$ cat config.mk
export PLATFORM = sky130hd
export DESIGN_NAME = websocket_frame_deframer
export DESIGN_NICKNAME = d
export VERILOG_FILES = /design/src/rtl/wsd_pkg.sv /design/src/rtl/wsd_decode.sv /design/src/rtl/wsd_out_buf.sv /design/src/rtl/websocket_frame_deframer.sv
export SDC_FILE = /design/constraint.sdc
export NUM_CORES = 1
export LEC_CHECK = 0
export ABC_AREA = 1
export BUFFER_PORTS_ARGS = -buffer_cell sky130_fd_sc_hd__buf_2
export CAP_MARGIN = 20
export CORE_ASPECT_RATIO = 0.7
export CORE_MARGIN = 1.5
export CORE_UTILIZATION = 40
export DETAILED_ROUTE_END_ITERATION = 12
export PLACE_DENSITY_LB_ADDON = 0.05
export REMOVE_ABC_BUFFERS = 1
export SYNTH_ARGS = -nofsm -noshare
export SYNTH_HDL_FRONTEND = slang
export SYNTH_SLANG_ARGS = --single-unit
$ cat constraint.sdc
create_clock -name clock -period 3.2 [get_ports clock]
set_clock_uncertainty 0.15 [all_clocks]
set_input_delay 0.64 -clock clock [delete_from_list [all_inputs] [get_ports clock]]
set_output_delay 0.64 -clock clock [all_outputs]
set_load 0.1 [all_outputs]
$ cat src/rtl/wsd_pkg.sv
// Shared types and constants for the WebSocket frame deframer.
// No dependencies; imported by every module of the block.
`default_nettype none

package wsd_pkg;

   // Width of the frame length register; it holds a full 64-bit extended length.
   localparam int LengthBits = 64;

   localparam logic [3:0] CloseOpcode = 4'h8;
   localparam logic [6:0] Len16Code   = 7'd126;
   localparam logic [6:0] Len64Code   = 7'd127;

   typedef logic [LengthBits-1:0] len_type;

   typedef enum logic [5:0] {
      PH_HEADER  = 6'b000001,
      PH_LEN16   = 6'b000010,
      PH_LEN64   = 6'b000100,
      PH_MASK    = 6'b001000,
      PH_PAYLOAD = 6'b010000,
      PH_DONE    = 6'b100000
   } phase_type;

   typedef enum logic [1:0] {
      KIND_DATA  = 2'd0,
      KIND_EMPTY = 2'd1,
      KIND_CLOSE = 2'd2,
      KIND_ERROR = 2'd3
   } kind_type;

   typedef struct packed {
      kind_type   kind;
      logic [7:0] payload_byte;
      logic [3:0] frame_opcode;
      logic       last;
   } rsp_item_type;

endpackage

`default_nettype wire

$ cat src/rtl/wsd_decode.sv
// Frame phase machine: header, extended length, mask key and payload unmasking.
// Depends on wsd_pkg.
`default_nettype none

module wsd_decode (
   input  wire                 clock,
   input  wire                 reset,
   input  wire                 take,
   input  wire                 operation,
   input  wire [7:0]           data_byte,
   output logic                result_valid,
   output wsd_pkg::rsp_item_type result_item
);
   import wsd_pkg::*;

   phase_type   phase_ff, phase_in;
   logic [2:0]  step_ff, step_in;
   logic [3:0]  opcode_ff, opcode_in;
   len_type     remain_ff, remain_in;
   logic [7:0]  key_ff [4];
   logic [7:0]  key_in [4];
   logic [6:0]  len7;

   assign len7 = data_byte[6:0];

   always_comb begin
      phase_in     = phase_ff;
      step_in      = step_ff;
      opcode_in    = opcode_ff;
      remain_in    = remain_ff;
      key_in       = key_ff;
      result_valid = 1'b0;
      result_item.kind         = KIND_DATA;
      result_item.payload_byte = 8'd0;
      result_item.last         = 1'b1;

      if (operation) begin
         phase_in  = PH_HEADER;
         step_in   = 3'd0;
         opcode_in = 4'd0;
         remain_in = '0;
         for (int i = 0; i < 4; i++) begin
            key_in[i] = 8'd0;
         end
      end else begin
         unique case (phase_ff) inside
            PH_HEADER: begin
               if (step_ff == 3'd0) begin
                  opcode_in = data_byte[3:0];
                  if (data_byte[3:0] == CloseOpcode) begin
                     phase_in         = PH_DONE;
                     result_valid     = 1'b1;
                     result_item.kind = KIND_CLOSE;
                  end else begin
                     step_in = 3'd1;
                  end
               end else begin
                  step_in = 3'd0;
                  if (len7 == Len16Code) begin
                     remain_in = '0;
                     phase_in  = PH_LEN16;
                  end else if (len7 == Len64Code) begin
                     remain_in = '0;
                     phase_in  = PH_LEN64;
                  end else begin
                     remain_in = len_type'(len7);
                     if (!data_byte[7] && len7 == 7'd0) begin
                        phase_in         = PH_HEADER;
                        result_valid     = 1'b1;
                        result_item.kind = KIND_EMPTY;
                     end else begin
                        phase_in = data_byte[7] ? PH_MASK : PH_PAYLOAD;
                     end
                  end
               end
            end
            PH_LEN16, PH_LEN64: begin
               remain_in = {remain_ff[LengthBits-9:0], data_byte};
               step_in   = step_ff + 3'd1;
               if ((phase_ff == PH_LEN16 && step_ff == 3'd1) ||
                   (phase_ff == PH_LEN64 && step_ff == 3'd7)) begin
                  phase_in = PH_MASK;
                  step_in  = 3'd0;
               end
            end
            PH_MASK: begin
               key_in[step_ff[1:0]] = data_byte;
               step_in = step_ff + 3'd1;
               if (step_ff == 3'd3) begin
                  step_in = 3'd0;
                  if (remain_ff == '0) begin
                     phase_in         = PH_HEADER;
                     result_valid     = 1'b1;
                     result_item.kind = KIND_EMPTY;
                  end else begin
                     phase_in = PH_PAYLOAD;
                  end
               end
            end
            PH_PAYLOAD: begin
               // remain counts down; only the low two index bits pick the key byte
               result_valid             = 1'b1;
               result_item.kind         = KIND_DATA;
               result_item.payload_byte = data_byte ^ key_ff[step_ff[1:0]];
               remain_in = remain_ff - len_type'(1);
               step_in   = step_ff + 3'd1;
               if (remain_ff == len_type'(1)) begin
                  phase_in = PH_HEADER;
                  step_in  = 3'd0;
               end else begin
                  result_item.last = 1'b0;
               end
            end
            default: begin
               result_valid     = 1'b1;
               result_item.kind = KIND_ERROR;
            end
         endcase
      end
      result_item.frame_opcode = opcode_in;
   end

   always_ff @(posedge clock) begin
      if (reset) begin
         phase_ff  <= PH_HEADER;
         step_ff   <= 3'd0;
         opcode_ff <= 4'd0;
         remain_ff <= '0;
         for (int i = 0; i < 4; i++) begin
            key_ff[i] <= 8'd0;
         end
      end else if (take) begin
         phase_ff  <= phase_in;
         step_ff   <= step_in;
         opcode_ff <= opcode_in;
         remain_ff <= remain_in;
         key_ff    <= key_in;
      end
   end

endmodule

`default_nettype wire

$ cat src/rtl/wsd_out_buf.sv
// Two-entry result queue between the phase machine and the result port.
// Depends on wsd_pkg.
`default_nettype none

module wsd_out_buf (
   input  wire                   clock,
   input  wire                   reset,
   input  wire                   push,
   input  wsd_pkg::rsp_item_type push_item,
   output logic                  has_room,
   output logic                  out_valid,
   input  wire                   out_ready,
   output wsd_pkg::rsp_item_type out_item
);
   import wsd_pkg::*;

   logic [1:0]   count_ff, count_in;
   rsp_item_type head_ff, head_in;
   rsp_item_type skid_ff, skid_in;
   logic         pop;

   assign has_room  = (count_ff != 2'd2);
   assign out_valid = (count_ff != 2'd0);
   assign out_item  = head_ff;
   assign pop       = out_valid && out_ready;

   always_comb begin
      head_in  = head_ff;
      skid_in  = skid_ff;
      count_in = count_ff + {1'b0, push} - {1'b0, pop};
      if (pop) begin
         head_in = (count_ff == 2'd2) ? skid_ff : push_item;
      end else if (count_ff == 2'd0) begin
         head_in = push_item;
      end
      if (push && ((count_ff == 2'd1 && !pop) || (count_ff == 2'd2 && pop))) begin
         skid_in = push_item;
      end
   end

   always_ff @(posedge clock) begin
      if (reset) begin
         count_ff <= 2'd0;
      end else begin
         count_ff <= count_in;
      end
      head_ff <= head_in;
      skid_ff <= skid_in;
   end

endmodule

`default_nettype wire

$ cat src/rtl/websocket_frame_deframer.sv
// WebSocket client-to-server deframer, top level: ports and output queue.
// Depends on wsd_pkg, wsd_decode and wsd_out_buf.
`default_nettype none

// Takes one received byte (or a restart request) per cycle and gives at most one
// result per byte: an unmasked payload byte with its frame opcode, an empty-frame
// mark, a close mark, or an error for each byte after a close until restart.
// The phase machine updates its state in the cycle the request is accepted and
// the result lands in a two-entry output queue, so req_tready drops only when
// both queue entries are waiting on the result side. Restarts produce no result,
// nor do header, length and mask bytes but those giving a close or empty mark.
module websocket_frame_deframer (
   input  wire         clock,
   input  wire         reset,
   input  wire         req_tvalid,
   output logic        req_tready,
   input  wire  [7:0]  req_tdata,   // [7:0] data_byte
   input  wire  [0:0]  req_tuser,   // [0] operation (1 = restart)
   output logic        rsp_tvalid,
   input  wire         rsp_tready,
   output logic [15:0] rsp_tdata,   // [7:0] payload_byte, [11:8] frame_opcode, [15:12] zero
   output logic [1:0]  rsp_tuser,   // [1:0] kind
   output logic        rsp_tlast
);
   import wsd_pkg::*;

   logic         take;
   logic         result_valid;
   rsp_item_type result_item;
   rsp_item_type out_item;

   assign take = req_tvalid && req_tready;

   wsd_decode u_decode (
      .clock        (clock),
      .reset        (reset),
      .take         (take),
      .operation    (req_tuser[0]),
      .data_byte    (req_tdata),
      .result_valid (result_valid),
      .result_item  (result_item)
   );

   wsd_out_buf u_out_buf (
      .clock     (clock),
      .reset     (reset),
      .push      (take && result_valid),
      .push_item (result_item),
      .has_room  (req_tready),
      .out_valid (rsp_tvalid),
      .out_ready (rsp_tready),
      .out_item  (out_item)
   );

   assign rsp_tdata = {4'd0, out_item.frame_opcode, out_item.payload_byte};
   assign rsp_tuser = out_item.kind;
   assign rsp_tlast = out_item.last;

endmodule

`default_nettype wire

# Yosys cells after proc, flatten, opt, wreduce, memory -nomap -nowiden
# Index checks and enable logic that the tools add are counted.
totals:
  register_bits: 141
  input_bits: 13
  out_inout_bits: 21
  elab_cells: 135
classes:
  addsub: 4
  n_lt_le_gt_ge: 2
  eq_ne: 21
  mux: 60
  n_bitwise: 2
  reduce_logical: 29
ops:
  columns: ["cell", "n"]
  rows:
  - ["two-way mux 64 bit", 3]
  - ["case mux 64 bit (3 select lines)", 1]
  - ["equality test 64 x 1 -> 1 bit, second input constant", 1]
  - ["logical NOT 64 bit", 1]
  - ["two-way mux 32 bit", 2]
  - ["subtractor 64 x 1 -> 64 bit, second input constant", 1]
  - ["two-way mux 6 bit", 9]
  - ["two-way mux 15 bit", 3]
  - ["bitwise mux 32 bit", 1]
  - ["two-way mux 8 bit", 4]
  - ["case mux 6 bit (4 select lines)", 1]
  - ["two-way mux 3 bit", 6]
  - ["binary-select mux 8 bit (select 2 bit)", 1]
  - ["demux 8 bit (select 2 bit)", 1]
  - ["equality test 7 bit, second input constant", 2]
  - ["two-way mux 1 bit", 13]
  - ["two-way mux 4 bit", 3]
  - ["case mux 3 bit (4 select lines)", 1]
  - ["logical AND 1 bit", 10]
  - ["two-way mux 10 bit", 1]
  - ["two-way mux 2 bit", 5]
  - ["two-way mux 5 bit", 2]
  - ["!= test 3 bit, second input constant", 3]
  - ["!= test 4 bit, second input constant", 2]
  - ["36 further kinds", 41]

# Logic depth before layout (Yosys ltp)
logic_depth:
  depth_word: 11
  mapped_depth: 18
  depth_no_buf: 15

# Cells and area by module
# Synthesis repeated with hierarchy kept, for this count alone.
hier_totals:
  cells_unflattened: 1472
  hier_area_um2: 8962.3
by_module_without_submodules:
  columns: ["mod", "n_inst", "cells_each", "area_per_inst_um2", "seq_area_each_um2"]
  rows:
  - ["wsd_decode", 1, 1364, 7683.6, 2182.1]
  - ["wsd_out_buf", 1, 99, 1227.4, 940.9]
  - ["websocket_frame_deframer", 1, 9, 51.3, 0.0]

# Worst setup path before layout
# OpenSTA, ideal clock, no wires.
synth_path:
  path_kind: "flip-flop to flip-flop"
  start: "register u_out_buf.count_ff[1]"
  end: "register u_out_buf.skid_ff[0] (netlist bit), enable pin"
  setup_time_ps: 392
  arrival_ps: 2548
  path_slack_ps: 110
  path_stages_with_launch: 9
  n_path_buf: 1
  period_less_slack_ps: 3090
  cell_sequence: "dfxtp_1 -> inv_1 -> nor2_1 -> inv_1 -> nand2_1 -> inv_1 -> clkbuf_1 -> nand3_1 -> a21oi_1"
synth_between:
  word_cells_on_any_way: 12
  cone_classes: "eq/ne: 3; reduce/logical: 9"
synth_rtl:
  columns: ["item", "line", "rtl"]
  rows:
  - ["from (decl)", "wsd_out_buf.sv:17", "logic [1:0] count_ff, count_in;"]
  - ["from (signal assigned)", "wsd_out_buf.sv:45", "count_ff <= count_in;"]
  - ["!= test 2 bit", "wsd_out_buf.sv:22", "assign has_room = (count_ff != 2'd2);"]
  - ["net req_tready", "websocket_frame_deframer.sv:16", "output logic req_tready,"]
  - ["logical AND 1 bit", "websocket_frame_deframer.sv:32", "assign take = req_tvalid && req_tready;"]
  - ["logical AND 1 bit", "websocket_frame_deframer.sv:47", ".push (take && result_valid),"]
  - ["logical AND 1 bit", "wsd_out_buf.sv:36", "if (push && ((count_ff == 2'd1 && !pop) || (count_ff == 2'd2 && pop))) begin"]
  - ["to (signal assigned)", "wsd_out_buf.sv:48", "skid_ff <= skid_in;"]
  - ["to (decl)", "wsd_out_buf.sv:19", "rsp_item_type skid_ff, skid_in;"]
# The timed path passes the listed nets, and every way through them passes these cells.
# A chain may end at the register's enable or synchronous reset.

# Worst setup path in the final report
layout_path:
  start: "register u_decode.remain_ff[0]"
  end: "register u_out_buf.count_ff[1]"
layout_between:
  elab_chain_len: 8
layout_lines:
  columns: ["item", "line", "rtl"]
  rows:
  - ["from (decl)", "wsd_decode.sv:19", "len_type remain_ff, remain_in;"]
  - ["from (signal assigned)", "wsd_decode.sv:136", "remain_ff <= remain_in;"]
  - ["logical NOT 64 bit", "wsd_decode.sv:91", "if (remain_ff == '0) begin"]
  - ["two-way mux 1 bit", "wsd_decode.sv:91", null]
  - ["two-way mux 1 bit", "wsd_decode.sv:89", "if (step_ff == 3'd3) begin"]
  - ["case mux 1 bit (3 select lines)", "wsd_decode.sv:46", "unique case (phase_ff) inside"]
  - ["two-way mux 1 bit", "wsd_decode.sv:37", "if (operation) begin"]
  - ["logical AND 1 bit", "websocket_frame_deframer.sv:47", null]
  - ["adder 2 x 1 -> 2 bit", "wsd_out_buf.sv:30", "count_in = count_ff + {1'b0, push} - {1'b0, pop};"]
  - ["subtractor 2 x 1 -> 2 bit", "wsd_out_buf.sv:30", null]
# Every way passes these cells.

==> run_results.csv <==
group,metric,value,unit
route,wirelength,30.9,mm
run,max_cap_violations,0,
floorplan,core.rowCount,45,
timing,worst_pin_slew,0.838,ns
status,status,"finished, final reports clean",
timing,rsz0062_at_grt,"false",
timing,setup_violations,0,
critical_path,crit_family,"simple AND/OR/NAND/NOR gates",
synthesis,synth.distinct_cells,35,
clocking,root_buffer,"clkbuf_16",
clocking,clkSlewWorstSetupHoldPaths,0.06,ns
final_layout,syn2layout_area_growth,12.2,%
clocking,cts_buffer_depth,2,
critical_path,cp_slowest_cell,"dfxtp_1",
grt,grt_max_degree,60,
min_path,hold_depth,2,
route,via_per_inst,5.24,
floorplan,core-area,21800,um2
clocking,cts_buffers,17,
synthesis,ys_warn_count,0,
timing,slew_violations,0,
synthesis,synth_area,9000,um2
power,ir_drop,454,uV
min_path,whs_endpoint,"u_decode.key_ff[17]",
grt,antenna_found_initial,0,
critical_path,crit_type,"reg2reg",
timing,fin_crit_sh,0.903,
route,drt_first_pass_iters,5,
clocking,ctsHoldBuffers,0,
route,wire_per_inst,16.9,um
grt,grt_pass1_vias,8274,
floorplan,die_h,128,um
timing,hold_viol,0,
synthesis,yosysSeqAreaShare,0.347,
floorplan,die-area,23400,um2
clocking,cts.sinks,141,
route,drc_errors,0,
grt,grt_overflow_total,0,
grt,grt_use_total,0.269,
critical_path,critPathArrivalTime,3.06,ns
route,drt_iter0_drc,1030,
synthesis,yosys_register_bits,141,
critical_path,reg2reg_slack,0.31,ns
critical_path,start_kind,"register",
critical_path,required,3.38,ns
floorplan,ios,34,
final_layout,fill_cells,2410,
power,power.leakage,4.65,nW
power,finalPower,8.41,mW
power,pwr_density_cell,833,nW/um2
placed_design,routabilityCongestion,0.922,
critical_path,crit_buf_inv,2,
critical_path,reg2reg_from,"u_decode.remain_ff[0]",
floorplan,start_util,0.412,
final_layout,nNetsFinal,1555,
synthesis,syn_inst,1494,
grt,grt_pass1_wl,47.8,mm
timing,fmax,0.346,GHz
placed_design,place_hpwl,22.6,mm
final_layout,diodes,0,
clocking,htreeDepth,4,
critical_path,crit_fanout,5,
clocking,cts_tree,"yes",
critical_path,cp_cell_sequence,"inv_1 -> ha_1 -> nand2_1 -> nor2_2 -> nand3_1 -> nor2_1 -> nand4_1 -> nand2_1 -> nand3_1 -> ha_1 -> inv_1 -> ha_1 -> xor2_1 -> o21ai_0 -> a21oi_1",
critical_path,cp_slowest_stage_delay,0.34,ns
placed_design,post-place-ws,0.285,ns
final_layout,drive_above_1_share,0.0874,
placed_design,io_buffers,29,
critical_path,timing.critical_path.mode_cell,"ha_1",
route,vias,9564,
critical_path,reg2reg_depth,15,
synthesis,syn_avg_cell_area,6.02,um2
clocking,clk_latency,0.44,ns
timing,fin_crit,2.89,ns
timing,worst_slack,0.311,ns
route,antenna_left,0,
timing,relSlewSlack,0.437,
floorplan,die_w,182,um
min_path,hp-class,"reg2reg",
critical_path,r2r-end,"u_out_buf.count_ff[1]",
min_path,hp-start,"u_decode.key_ff[17]",
critical_path,endpoint_kind,"register",
## worst reg2reg max path, cell delays in order (launching register included)
cell and delay, ns:
dfxtp_1 0.34, inv_1 0.10, ha_1 0.20, nand2_1 0.15, nor2_2 0.20, nand3_1 0.18
nor2_1 0.22, nand4_1 0.15, nand2_1 0.11, nand3_1 0.10, ha_1 0.31, inv_1 0.03
ha_1 0.17, xor2_1 0.15, o21ai_0 0.15, a21oi_1 0.06
## repair_timing
item | 4_1_cts | 5_1_grt
setup endpoints to repair | 0 | 1
buffers inserted | 0 | 0
gates resized for setup | 0 | 1
## where the power goes
part	internal [mW]	switching, mW	leakage (nW)
Clock	1.07	0.855	0.266
Combinational	0.998	3.30	3.18
Sequential	2.06	0.117	1.21
Total	4.13	4.28	4.65
## cell usage in the layout (no fill, tap or decap), types with 3 or more instances in the layout
master | synthesis | final
inv_6 | 0 | 3
nor2_2 | 10 | 11
a22oi_1 | 4 | 4
nand3_1 | 99 | 99
or2_2 | 8 | 8
o21bai_1 | 5 | 5
buf_2 | 14 | 28
o21ai_0 | 70 | 70
clkbuf_16 | 0 | 17
dfxtp_1 | 111 | 111
conb_1 | 1 | 4
buf_4 | 11 | 45
clkinv_2 | 0 | 3
nor3_1 | 16 | 16
clkinv_4 | 0 | 3
inv_1 | 119 | 119
inv_2 | 2 | 3
o22ai_1 | 13 | 13
nand2_1 | 555 | 555
edfxtp_1 | 30 | 30
nor2_4 | 3 | 3
nor2_1 | 229 | 228
o21ai_1 | 6 | 6
nand2_2 | 4 | 4
ha_1 | 11 | 11
nand4_1 | 8 | 8
a21oi_1 | 119 | 119
## area by class of cell
| type | instances | area [um2] | share of cell area |
|---|---|---|---|
| multi-input combinational | 1175 | 5110 | 0.507 |
| sequential | 141 | 3120 | 0.309 |
| timing repair buffer | 74 | 498 | 0.0493 |
| inverter | 122 | 458 | 0.0454 |
| clock buffer | 19 | 433 | 0.0429 |
| tap | 282 | 353 | 0.0350 |
| clock inverter | 13 | 116 | 0.0115 |
## cells in the mapped netlist
cell | number | area (um2)
a21oi_1 | 119 | 596
inv_2 | 2 | 7.51
nand2_2 | 4 | 25.0
o22ai_1 | 13 | 81.3
conb_1 | 1 | 3.75
clkinv_1 | 1 | 3.75
buf_6 | 5 | 56.3
edfxtp_1 | 30 | 901
nand4_2 | 1 | 12.5
o21bai_1 | 5 | 37.5
nand3_2 | 2 | 20.0
a22oi_1 | 4 | 30.0
xor2_1 | 2 | 17.5
nand2_1 | 555 | 2080
nand4_1 | 8 | 50.1
nor3b_1 | 1 | 7.51
or2_2 | 8 | 50.1
or2_0 | 1 | 6.26
dfxtp_1 | 111 | 2220
buf_2 | 14 | 70.1
nand3_1 | 99 | 495
ha_1 | 11 | 138
nor2_2 | 10 | 62.6
nor2_4 | 3 | 33.8
nor2_1 | 229 | 860
inv_1 | 119 | 447
clkbuf_1 | 27 | 101
o31ai_1 | 1 | 7.51
and2_1 | 1 | 6.26
buf_4 | 11 | 82.6
o21ai_0 | 70 | 350
buf_1 | 2 | 7.51
o211ai_1 | 2 | 15.0
nor3_1 | 16 | 80.1
o21ai_1 | 6 | 30.0
## routing by layer
layer  GRT usage  part of all wire  vias to the layer above
met1       0.443              0.54                     4399
li1            -                 -                     4835
met3      0.0569             0.087                       12
met5           0                 0                        -
met2       0.345              0.37                      318
met4      0.0510            0.0061                        0
## metrics by stage
stage / instances / utilization / setup TNS [ns] / area (um2) / hold WS [ns]
floorplan: 1438 / - / -35.88 / 8690 / 0.286
global placement: 1794 / 0.437 / 0 / 9540 / 0.300
detailed placement: 1794 / 0.437 / 0 / 9540 / 0.304
CTS: 1826 / 0.462 / 0 / 10100 / 0.314
global route: 1826 / 0.462 / 0 / 10100 / 0.327
finish: 1826 / 0.462 / 0 / 10100 / 0.310
## kinds of logic after synthesis
kind of cell | Yosys count | synth area share
and+or+nand+nor | 938 | 0.422
AOI/OAI and AO/OA | 220 | 0.128
buffers and inverters | 181 | 0.0862
DFF | 141 | 0.347
adders and majority gates | 11 | 0.0153
xor gates and xnor gates | 2 | 0.00195
other | 1 | 0.000417
## worst max-delay path by stage
| stage | startpoint | to | slack [ns] | cells after the start |
|---|---|---|---|---|
| 2_1_floorplan | u_decode.step_ff[0] | u_decode.remain_ff[2] | -0.59 | 9 |
| 3_3_place_gp | u_decode.remain_ff[0] | u_out_buf.count_ff[1] | 0.37 | 15 |
| 3_5_place_dp | u_decode.remain_ff[0] | u_out_buf.count_ff[1] | 0.29 | 15 |
| 4_1_cts | u_decode.remain_ff[0] | u_out_buf.count_ff[1] | 0.27 | 15 |
| 5_1_grt | u_decode.remain_ff[0] | u_out_buf.count_ff[1] | 0.06 | 15 |
| 6_report | u_decode.remain_ff[0] | u_out_buf.count_ff[1] | 0.31 | 15 |
## flip-flops by register name, summed over array words and instances (netlist names)
signal              count
u_decode.remain_ff     64
u_out_buf.skid_ff      15
u_decode.key_ff        32
u_decode.step_ff        3
u_out_buf.out_item     15
u_decode.phase_ff       6
u_decode.opcode_ff      4
u_out_buf.count_ff      2
Power figures use the tool's default switching activity.
